`src/design/dpbf_pkg.sv`:
```
`default_nettype none
// ----------------------------------------------------------------------------
// dpbf_pkg
// shared types and constants of the packet bit framer: item, result and
// command structs, queue sizing and the serialiser phase codes
// ----------------------------------------------------------------------------
package dpbf_pkg;

    localparam int unsigned PRE_W        = 5;
    localparam int unsigned BYTE_W       = 8;
    localparam int unsigned CNT_W        = 5;
    localparam int unsigned QUEUE_DEPTH  = 4;
    localparam int unsigned QPTR_W       = $clog2(QUEUE_DEPTH);
    localparam int unsigned QCNT_W       = $clog2(QUEUE_DEPTH + 1);

    localparam logic [PRE_W-1:0] PRE_RESET = 5'd16;
    // separator bit sits at count eight, data bits below it
    localparam logic [CNT_W-1:0] SEP_CNT   = 5'd8;

    // input request
    typedef struct packed {
        logic [BYTE_W-1:0] data_byte;
        logic              last_byte;
    } t_in_item;

    // result request
    typedef struct packed {
        logic line_bit;
        logic end_of_packet;
    } t_out_item;

    // classified byte passed from front to back
    typedef struct packed {
        logic              first;
        logic [PRE_W-1:0]  pre_ones;
        logic [BYTE_W-1:0] data;
        logic              last;
        logic [BYTE_W-1:0] chk;
    } t_cmd;

    // serialiser phase, one-hot
    typedef enum logic [2:0] {
        PH_PRE  = 3'b001,
        PH_BYTE = 3'b010,
        PH_CHK  = 3'b100
    } t_phase;

endpackage
`default_nettype wire

```
`src/design/dpbf_front.sv`:
```
`default_nettype none
// ----------------------------------------------------------------------------
// dpbf_front
// accepts data bytes, tracks packet start and the running checksum, and
// writes one command per byte into the queue
// ----------------------------------------------------------------------------
module dpbf_front import dpbf_pkg::*; (
    input  wire logic             i_clk,
    input  wire logic             i_rst_n,
    input  wire logic             i_cfg_valid,
    input  wire logic [PRE_W-1:0] i_cfg_data,
    input  wire logic             i_accept,
    input  wire t_in_item         i_item,
    output t_cmd                  o_cmd
);

    logic [PRE_W-1:0]  r_pre_ones;
    logic              r_inside;
    logic [BYTE_W-1:0] r_chk;
    logic [BYTE_W-1:0] n_chk_sum;

    // checksum restarts at the first byte of a packet
    assign n_chk_sum = (r_inside ? r_chk : '0) ^ i_item.data_byte;

    always_comb begin
        o_cmd.first    = ~r_inside;
        o_cmd.pre_ones = r_pre_ones;
        o_cmd.data     = i_item.data_byte;
        o_cmd.last     = i_item.last_byte;
        o_cmd.chk      = n_chk_sum;
    end

    // preamble length register
    always_ff @(posedge i_clk) begin
        if (!i_rst_n) begin
            r_pre_ones <= PRE_RESET;
        end else if (i_cfg_valid) begin
            r_pre_ones <= i_cfg_data;
        end
    end

    // packet tracking
    always_ff @(posedge i_clk) begin
        if (!i_rst_n) begin
            r_inside <= 1'b0;
            r_chk    <= '0;
        end else if (i_accept) begin
            r_inside <= ~i_item.last_byte;
            r_chk    <= i_item.last_byte ? '0 : n_chk_sum;
        end
    end

endmodule
`default_nettype wire

```
`src/design/dpbf_queue.sv`:
```
`default_nettype none
// ----------------------------------------------------------------------------
// dpbf_queue
// short command queue decoupling the byte front from the bit serialiser
// ----------------------------------------------------------------------------
module dpbf_queue import dpbf_pkg::*; (
    input  wire logic i_clk,
    input  wire logic i_rst_n,
    input  wire logic i_wr,
    input  wire t_cmd i_wr_cmd,
    input  wire logic i_rd,
    output t_cmd      o_rd_cmd,
    output logic      o_full,
    output logic      o_empty
);

    t_cmd              r_mem [QUEUE_DEPTH];
    logic [QPTR_W-1:0] r_wr_ptr;
    logic [QPTR_W-1:0] r_rd_ptr;
    logic [QCNT_W-1:0] r_count;

    assign o_full   = (r_count == QCNT_W'(QUEUE_DEPTH));
    assign o_empty  = (r_count == '0);
    assign o_rd_cmd = r_mem[r_rd_ptr];

    // storage
    always_ff @(posedge i_clk) begin
        if (i_wr) begin
            r_mem[r_wr_ptr] <= i_wr_cmd;
        end
    end

    // pointers and fill level
    always_ff @(posedge i_clk) begin
        if (!i_rst_n) begin
            r_wr_ptr <= '0;
            r_rd_ptr <= '0;
            r_count  <= '0;
        end else begin
            if (i_wr) begin
                r_wr_ptr <= r_wr_ptr + 1'b1;
            end
            if (i_rd) begin
                r_rd_ptr <= r_rd_ptr + 1'b1;
            end
            if (i_wr && !i_rd) begin
                r_count <= r_count + 1'b1;
            end else if (i_rd && !i_wr) begin
                r_count <= r_count - 1'b1;
            end
        end
    end

endmodule
`default_nettype wire

```
`src/design/dpbf_back.sv`:
```
`default_nettype none
// ----------------------------------------------------------------------------
// dpbf_back
// bit serialiser: walks preamble (first byte), framed byte and framed checksum
// (last byte), one line bit per unstalled cycle into a registered output stage
// ----------------------------------------------------------------------------
module dpbf_back import dpbf_pkg::*; (
    input  wire logic i_clk,
    input  wire logic i_rst_n,
    input  wire t_cmd i_cmd,
    input  wire logic i_q_empty,
    output logic      o_q_rd,
    input  wire logic i_pop,
    output logic      o_empty,
    output t_out_item o_out
);

    t_cmd             r_cmd;
    logic             r_busy;
    t_phase           r_phase;
    logic [CNT_W-1:0] r_cnt;
    logic             r_out_valid;
    t_out_item        r_out;

    logic             advance;
    logic             step;
    logic             finishing;
    logic             load;
    logic             bit_val;
    logic             bit_eop;
    t_phase           n_phase;
    logic [CNT_W-1:0] n_cnt;

    // output stage moves when empty or being taken
    assign advance = ~r_out_valid | i_pop;
    assign step    = advance & r_busy;

    // current bit and next position
    always_comb begin
        bit_val   = 1'b0;
        bit_eop   = 1'b0;
        finishing = 1'b0;
        n_phase   = r_phase;
        n_cnt     = r_cnt - 1'b1;
        case (r_phase)
            PH_PRE: begin
                bit_val = 1'b1;
                if (r_cnt == '0) begin
                    n_phase = PH_BYTE;
                    n_cnt   = SEP_CNT;
                end
            end
            PH_BYTE: begin
                bit_val = (r_cnt == SEP_CNT) ? 1'b0 : r_cmd.data[r_cnt[2:0]];
                if (r_cnt == '0) begin
                    if (r_cmd.last) begin
                        n_phase = PH_CHK;
                        n_cnt   = SEP_CNT;
                    end else begin
                        finishing = 1'b1;
                    end
                end
            end
            PH_CHK: begin
                bit_val = (r_cnt == SEP_CNT) ? 1'b0 : r_cmd.chk[r_cnt[2:0]];
                if (r_cnt == '0) begin
                    bit_eop   = 1'b1;
                    finishing = 1'b1;
                end
            end
            default: begin
                finishing = 1'b1;
            end
        endcase
    end

    assign load   = (~r_busy | (step & finishing)) & ~i_q_empty;
    assign o_q_rd = load;

    // command sequencing
    always_ff @(posedge i_clk) begin
        if (!i_rst_n) begin
            r_busy  <= 1'b0;
            r_phase <= PH_BYTE;
            r_cnt   <= '0;
        end else if (load) begin
            r_busy <= 1'b1;
            if (i_cmd.first && (i_cmd.pre_ones != '0)) begin
                r_phase <= PH_PRE;
                r_cnt   <= i_cmd.pre_ones - 1'b1;
            end else begin
                r_phase <= PH_BYTE;
                r_cnt   <= SEP_CNT;
            end
        end else if (step) begin
            if (finishing) begin
                r_busy <= 1'b0;
            end else begin
                r_phase <= n_phase;
                r_cnt   <= n_cnt;
            end
        end
    end

    // command payload
    always_ff @(posedge i_clk) begin
        if (load) begin
            r_cmd <= i_cmd;
        end
    end

    // output register
    always_ff @(posedge i_clk) begin
        if (!i_rst_n) begin
            r_out_valid <= 1'b0;
        end else if (advance) begin
            r_out_valid <= r_busy;
        end
    end

    always_ff @(posedge i_clk) begin
        if (step) begin
            r_out.line_bit      <= bit_val;
            r_out.end_of_packet <= bit_eop;
        end
    end

    assign o_empty = ~r_out_valid;
    assign o_out   = r_out;

endmodule
`default_nettype wire

```
`src/design/dcc_packet_bit_framer_core.sv`:
```
`default_nettype none
// ----------------------------------------------------------------------------
// dcc_packet_bit_framer_core
// frames packet bytes into serial line bits with preamble and checksum
// ----------------------------------------------------------------------------
// Push packet bytes with last_byte set on the final one; pop one line bit per
// request. The serialiser produces one line bit per clock unless stalled;
// a normal byte gives 9 line bits (separator and data), the first byte of a
// packet preamble_ones more and the last byte 9 more for its checksum. Up to
// four classified bytes wait in the command queue, so pushes are taken at one
// per cycle until it fills. preamble_ones (reset 16) is written through the
// always-ready cfg channel; users must do so between packets (not enforced).
module dcc_packet_bit_framer_core import dpbf_pkg::*; (
    input  wire logic             i_clk,
    input  wire logic             i_rst_n,
    input  wire logic             push,
    output logic                  full,
    input  wire t_in_item         i_item,
    output logic                  empty,
    input  wire logic             pop,
    output t_out_item             o_item,
    input  wire logic             i_cfg_valid,
    output logic                  o_cfg_ready,
    input  wire logic [PRE_W-1:0] i_cfg_data
);

    logic accept;
    logic q_full;
    logic q_empty;
    logic q_rd;
    t_cmd wr_cmd;
    t_cmd rd_cmd;

    assign full        = q_full;
    assign accept      = push & ~q_full;
    assign o_cfg_ready = 1'b1;

    // byte classification and checksum
    dpbf_front u_front (
        .i_clk       (i_clk),
        .i_rst_n     (i_rst_n),
        .i_cfg_valid (i_cfg_valid),
        .i_cfg_data  (i_cfg_data),
        .i_accept    (accept),
        .i_item      (i_item),
        .o_cmd       (wr_cmd)
    );

    // command queue
    dpbf_queue u_queue (
        .i_clk    (i_clk),
        .i_rst_n  (i_rst_n),
        .i_wr     (accept),
        .i_wr_cmd (wr_cmd),
        .i_rd     (q_rd),
        .o_rd_cmd (rd_cmd),
        .o_full   (q_full),
        .o_empty  (q_empty)
    );

    // bit serialiser
    dpbf_back u_back (
        .i_clk     (i_clk),
        .i_rst_n   (i_rst_n),
        .i_cmd     (rd_cmd),
        .i_q_empty (q_empty),
        .o_q_rd    (q_rd),
        .i_pop     (pop),
        .o_empty   (empty),
        .o_out     (o_item)
    );

endmodule
`default_nettype wire
```
`config.mk`:
```
export PLATFORM = sky130hd
export DESIGN_NAME = dcc_packet_bit_framer_core
export DESIGN_NICKNAME = d
export VERILOG_FILES = /design/src/design/dpbf_pkg.sv /design/src/design/dpbf_front.sv /design/src/design/dpbf_queue.sv /design/src/design/dpbf_back.sv /design/src/design/dcc_packet_bit_framer_core.sv
export SDC_FILE = /design/constraint.sdc
export NUM_CORES = 1
export LEC_CHECK = 0
export BUFFER_PORTS_ARGS = -buffer_cell sky130_fd_sc_hd__buf_4
export CELL_PAD_IN_SITES_DETAIL_PLACEMENT = 1
export CELL_PAD_IN_SITES_GLOBAL_PLACEMENT = 1
export CORE_MARGIN = 5
export CORE_UTILIZATION = 52
export CTS_CLUSTER_SIZE = 14
export DETAILED_ROUTE_END_ITERATION = 10
export PLACE_DENSITY_LB_ADDON = 0.15
export SLEW_MARGIN = 25
export SYNTH_ARGS = -nofsm -noshare
export SYNTH_HDL_FRONTEND = slang
export SYNTH_SLANG_ARGS = --single-unit
```
`constraint.sdc`:
```
create_clock -name i_clk -period 3.6 [get_ports i_clk]
set_input_delay 0.72 -clock i_clk [delete_from_list [all_inputs] [get_ports i_clk]]
set_output_delay 0.72 -clock i_clk [all_outputs]
set_load 0.05 [all_outputs]
```
# Yosys cells after proc, flatten, opt, wreduce, memory -nomap -nowiden
# Memory sizes are Yosys's and may differ from the RTL's. A register that Yosys moved wholly into a read port is not among the register bits.
# Index checks and enable logic that the tools add are counted.
# op_classes
n_reduce_logical	15
n_eq_ne	9
add_sub_neg	6
mux	38
bitwise_logic	13
order_cmp	1
# ops
op	count
two-way mux 5 bit	7
two-way mux 3 bit	8
two-way mux 8 bit	2
two-way mux 1 bit	12
one-hot mux 5 bit (2 select lines)	1
subtractor 5 x 1 -> 5 bit (second input constant)	2
!= test 3 x 2 -> 1 bit (second input constant)	3
bitwise XOR 8 bit	1
binary-select mux 1 bit (select 3 bit)	2
equality test 3 bit (second input constant)	2
two-way mux 2 bit	3
NOT 1 bit	6
one-hot mux 1 bit (3 select lines)	2
one-hot mux 3 bit (2 select lines)	1
AND reduction 6 bit	1
nonzero test 2 bit	3
equality test 5 x 4 -> 1 bit (second input constant)	1
logical NOT 5 bit	1
nonzero test 5 bit	1
adder 2 x 1 -> 2 bit (second input constant)	2
AND 1 bit	4
< comparator 3 x 4 -> 1 bit (second input constant)	1
AND reduction 2 bit	2
adder 3 x 1 -> 3 bit (second input constant)	1
9 further kinds	13
# word_totals
elab_cells	98
out_inout_bits	5
reg_bits	50
n_memories	1
input_bits	19
mem_bits_rw	92
# mem_list
memory	words	word_bits	read_ports	rd_clocked_by_memory_dff	write_ports	line_no	source
u_queue.r_mem	4	23	1	1	1	dpbf_queue.sv:17	t_cmd r_mem [QUEUE_DEPTH];

# Longest topological paths before layout
# logic_depth
depth_word	9
mapped_depth	13
depth_no_buf	12

# Modules after synthesis
# A second synthesis with hierarchy kept.
# hier_totals
cells_unflattened	385
area_unflattened_um2	6244.7
# modules_own_cells
mod	cells_per_inst	seq_area_each_um2	n_inst	area_per_inst_um2
dpbf_queue	163	2942.8	1	3798.6
dpbf_back	127	770.7	1	1542.7
dpbf_front	92	280.3	1	878.3
dcc_packet_bit_framer_core	3	0.0	1	25.0

# Worst setup path before layout
# OpenSTA, ideal clock, no wires.
# synth_path
path_type	reg2reg
startpoint	register u_queue.r_count[0]
endpoint	register u_queue.r_count[2]
path_buffers	2
t_required_ns	3.530
setup_slack_ns	0.086
period_less_slack_ns	3.514
path_stages_with_launch	12
arrival_time_ns	3.443
path_cell_list	dfxtp_1 -> nor3b_1 -> nand2b_1 -> clkbuf_1 -> clkinv_1 -> clkbuf_1 -> ha_1 -> inv_1 -> fa_1 -> xor2_1 -> or3_1 -> a21oi_1
# synth_via
elab_chain_cells	6
elab_cells_between_ends	15
# synth_rtl
element	line_no	source
start, declared	dpbf_queue.sv:20	logic [QCNT_W-1:0] r_count;
start signal, assigned	dpbf_queue.sv:47	r_count <= r_count + 1'b1;
start signal, assigned	dpbf_queue.sv:49	r_count <= r_count - 1'b1;
equality test 3 bit (*)	dpbf_queue.sv:22	assign o_full = (r_count == QCNT_W'(QUEUE_DEPTH));
named net full	dcc_packet_bit_framer_core.sv:17	output logic full,
NOT 1 bit (*)	dcc_packet_bit_framer_core.sv:35	assign accept = push & ~q_full;
AND 1 bit (*)	dcc_packet_bit_framer_core.sv:35	
named net accept	dcc_packet_bit_framer_core.sv:27	logic accept;
logical NOT 1 bit	dpbf_queue.sv:48	end else if (i_rd && !i_wr) begin
logical AND 1 bit	dpbf_queue.sv:48	
nonzero test 2 bit (no line)	-	
# Mark *: on every way through the listed nets, which the timed path passes. The rest lies on a longest branch. The select of a mux whose other input is x is not followed.
# A chain may end at the register's enable or synchronous reset.

# Final worst setup path
# layout_path
startpoint	register u_back.r_cnt[0]
endpoint	register u_queue.r_count[2]
# layout_via
elab_chain_cells	9
elab_cells_between_ends	12
# layout_rtl
element	line_no	source
start, declared	dpbf_back.sv:21	logic [CNT_W-1:0] r_cnt;
start signal, assigned	dpbf_back.sv:90	r_cnt <= i_cmd.pre_ones - 1'b1;
start signal, assigned	dpbf_back.sv:100	r_cnt <= n_cnt;
logical NOT 5 bit (*)	dpbf_back.sv:55, dpbf_back.sv:66	
two-way mux 1 bit (on tied branches)	dpbf_back.sv:66, dpbf_back.sv:55	
one-hot mux 1 bit (3 select lines) (*)	dpbf_back.sv:45	case (r_phase)
AND 1 bit (*)	dpbf_back.sv:77	assign load = (~r_busy | (step & finishing)) & ~i_q_empty;
OR 1 bit (*)	dpbf_back.sv:77	
AND 1 bit (*)	dpbf_back.sv:77	
logical NOT 1 bit	dpbf_queue.sv:46	if (i_wr && !i_rd) begin
logical AND 1 bit	dpbf_queue.sv:46	
two-way mux 3 bit or nonzero test 2 bit (tied branches)	-	
# Every way passes the cells marked *; elsewhere a longest branch is shown, timed or not.

==> metrics.yaml <==
outcome:
  status: "complete, no violations"
cells_and_area:
  multi_input_area_mm2: 0.00178
  fillers: 1052
  drive_gt1_share_pct: 22.0
  ff_latch_area_mm2: 0.00399
  nNetsFinal: 443
  final_util_pct: 60.1
  diodes: 0
  syn2layout_area_growth_pct: 14.7
detailed_routing:
  wl_met1_mm: 5.36
  firstDrtPassIters: 4
  num_vias: 3304
  topRoutingLayerUsed: "met4"
  wl_mm: 12.5
  drt_iter0_markers: 221
  via_per_inst: 5.80
  wl_met3_um: 515
  dr_wl_met2_mm: 6.46
  wire_per_inst_um: 21.9
  ant_nets: 0
  drc: 0
cts:
  clk_latency_ps: 410
  hold_buffers: 0
  cts_tree: "done"
  clockBufferDepth: 2
  path_clk_slew_ps: 60
  cts_setup_buffers: 0
  cts-resized-gates: 0
  cts_root_buf: "clkbuf_16"
  cts_num_sinks: 144
  h-tree-depth: 4
  numCtsBuffers: 17
global_routing:
  antenna_found_initial: 0
  grt.overflow.total: 0
  first_global_vias: 3608
  grt_usage_pct: 20.3
  grt_pass1_wl_mm: 19.9
  grt_max_degree: 30
min_path:
  hp-class: "flip-flop to flip-flop"
place:
  hpwl_mm: 7.86
  gp_congestion: 0.817
  io_buffers: 22
timing:
  max_freq_ghz: 0.340
  finalMaxSlewViolations: 0
  worst_clock_skew_ps: 9.16
  worstMarginPinSlew_ps: 807
  post-route-period-util_pct: 81.7
  slew_headroom_pct: 46.1
  fin_tns_setup_ps: 0
  hold_viol_final: 0
  setup_viol_count_final: 0
  rsz0062_at_grt: "false"
  fin_crit_ps: 2940
job:
  cap_violations: 0
logic_synthesis:
  synth.distinct_cells: 51
  synth_fp_nets: 414
  synth.area.top_cells: "edfxtp_1, dfxtp_1, mux4_2"
  syn_inst: 385
  synthXorXnorAreaFrac_pct: 2.36
  yosysWarnings: 0
  synth-adder-area-share_pct: 2.23
  synth_compound_area_share_pct: 5.42
  synth-simple-area-share_pct: 8.54
  synth_seq_cells: 144
  synth.avg_cell_area_um2: 15.4
  synth_top_cell_area_share_pct: 56.2
  synth_top_family_by_area: "multiplexers"
  muxShareOfSynthArea_pct: 11.4
  synth-main-ff-cell: "edfxtp_1"
  async_reset_ff_share_pct: 0
  synth_edf_count: 111
  synth-seq-area-share_pct: 67.3
  synth_top_area_cell: "edfxtp_1"
  syn_area_mm2: 0.00593
setup_path:
  required_ps: 3940
  worstSetupPathType: "flip-flop to flip-flop"
  end_kind: "flip-flop"
  cp-start-kind: "flip-flop"
  cp_max_fo: 9
  crit_arrival_ps: 3280
floorplan:
  fp.dieH_um: 117
  rows: 39
  die-area_mm2: 0.0136
  start_util_pct: 52.4
  coreArea_mm2: 0.0113
  io_pins: 24
  die_w_um: 117
power_and_ir_drop:
  worst_ir_drop_vdd_mv: 0.540
  p_leak_uw: 0.00234
  powerDensity_mw_per_mm2: 830
[critical path, cell delays in order (launching register included)]
cell	delay [ps]
dfxtp_1	430
inv_1	170
ha_1	180
or4b_4	500
a2111o_1	420
nand3_2	110
nand2b_4	80
ha_1	200
inv_1	70
fa_1	170
xor2_1	80
or3_1	310
a21oi_1	140
[cell usage in the layout, fill, tap and decap left out, types with 5 or more instances in the layout]
cell type  synthesis  layout
o21ai_0            5       5
mux2i_1           10      10
nand2_1           29      29
xor2_1             5       5
nor2_1            19      19
nand3b_1          10      10
ha_1               9       9
nand2b_1           5       5
xnor2_1           11      11
dfxtp_1           33      33
edfxtp_1         111     111
clkbuf_16          0      17
mux4_2            25      25
inv_1             13      12
buf_4              1      30
a21oi_1           21      21
and2_1             6       6
[report_power, final]
group / switching (uW) / internal, uW
clock: 666 / 1020
combinational: 880 / 678
sequential: 233 / 2180
total: 1780 / 3870
[cells in the mapped netlist, types with 2 or more instances]
| master | number |
|---|---|
| xnor2_1 | 11 |
| inv_1 | 13 |
| a21o_1 | 2 |
| edfxtp_1 | 111 |
| nand3_1 | 2 |
| nand2_1 | 29 |
| o21ai_0 | 5 |
| nand3b_1 | 10 |
| ha_1 | 9 |
| buf_2 | 4 |
| or2_2 | 3 |
| xor2_1 | 5 |
| o221ai_1 | 2 |
| mux4_2 | 25 |
| o311ai_0 | 2 |
| o211ai_1 | 3 |
| and2_1 | 6 |
| mux2i_1 | 10 |
| o22ai_1 | 2 |
| dfxtp_1 | 33 |
| buf_1 | 2 |
| or3_1 | 3 |
| a21oi_1 | 21 |
| clkbuf_1 | 12 |
| a211oi_1 | 3 |
| a31oi_1 | 3 |
| nor2_1 | 19 |
| nor3_1 | 4 |
| or3b_1 | 2 |
| nand2b_1 | 5 |
| nor3b_1 | 4 |
[metrics by stage]
step / instance area [um2] / std cells / hold WS, ps / setup WS [ps] / power (uW)
6_report: 6810 / 570 / 456 / 659 / 5650
4_1_cts: 6810 / 570 / 455 / 630 / 5710
2_1_floorplan: 5930 / 385 / 432 / 86.3 / 3580
3_5_place_dp: 6240 / 538 / 447 / 658 / 4000
3_3_place_gp: 6240 / 538 / 438 / 754 / 3920
5_1_grt: 6810 / 570 / 479 / 515 / 5970
[flip-flops by register name, summed over array words and instances, names as in the netlist, named ones only]
name and cells:
u_queue.r_count 3, u_queue.r_wr_ptr 2, u_front.r_inside 1, u_front.r_pre_ones 5, u_front.r_chk 8, u_back.r_out_valid 1
u_back.r_cnt 5, u_queue.r_mem 92, u_back.o_out 2, u_back.r_cmd 17, u_back.r_phase 3, u_queue.r_rd_ptr 2
u_back.r_busy 1
[area by class of cell]
cell class	instances	share of cell area (%)
inverters	15	0.901
repair buffers	30	3.31
multi-input cells	206	26.1
flip-flops and latches	144	58.7
clock inverters	14	2.06
well taps	143	2.63
clock buffers	18	6.30
[cell families after synthesis]
kind of cell | after synthesis
AOI/OAI and AO/OA | 49
xor gates and xnor gates | 16
adders and majority gates | 10
buffers and inverters | 35
DFF | 144
muxes | 36
other | 1
and+or+nand+nor | 94
[routing by layer]
layer,up-vias,GRT usage [%]
met5,-,0
met4,0,6.96
met3,12,5.19
met2,59,33.8
met1,1724,26.0
li1,1509,-
[final timing paths]
check                                 from                               to  slack, ps  cells past startpoint
min          u_front.r_chk[7]$_SDFFE_PN0P_    u_front.r_chk[7]$_SDFFE_PN0P_        460                      2
max reg2reg   u_back.r_cnt[0]$_SDFFE_PN0P_  u_queue.r_count[2]$_SDFFE_PN0P_        660                     12
min reg2reg  u_front.r_chk[7]$_SDFFE_PN0P_    u_front.r_chk[7]$_SDFFE_PN0P_        460                      2
max           u_back.r_cnt[0]$_SDFFE_PN0P_  u_queue.r_count[2]$_SDFFE_PN0P_        660                     12
Power figures use the tool's default switching activity.
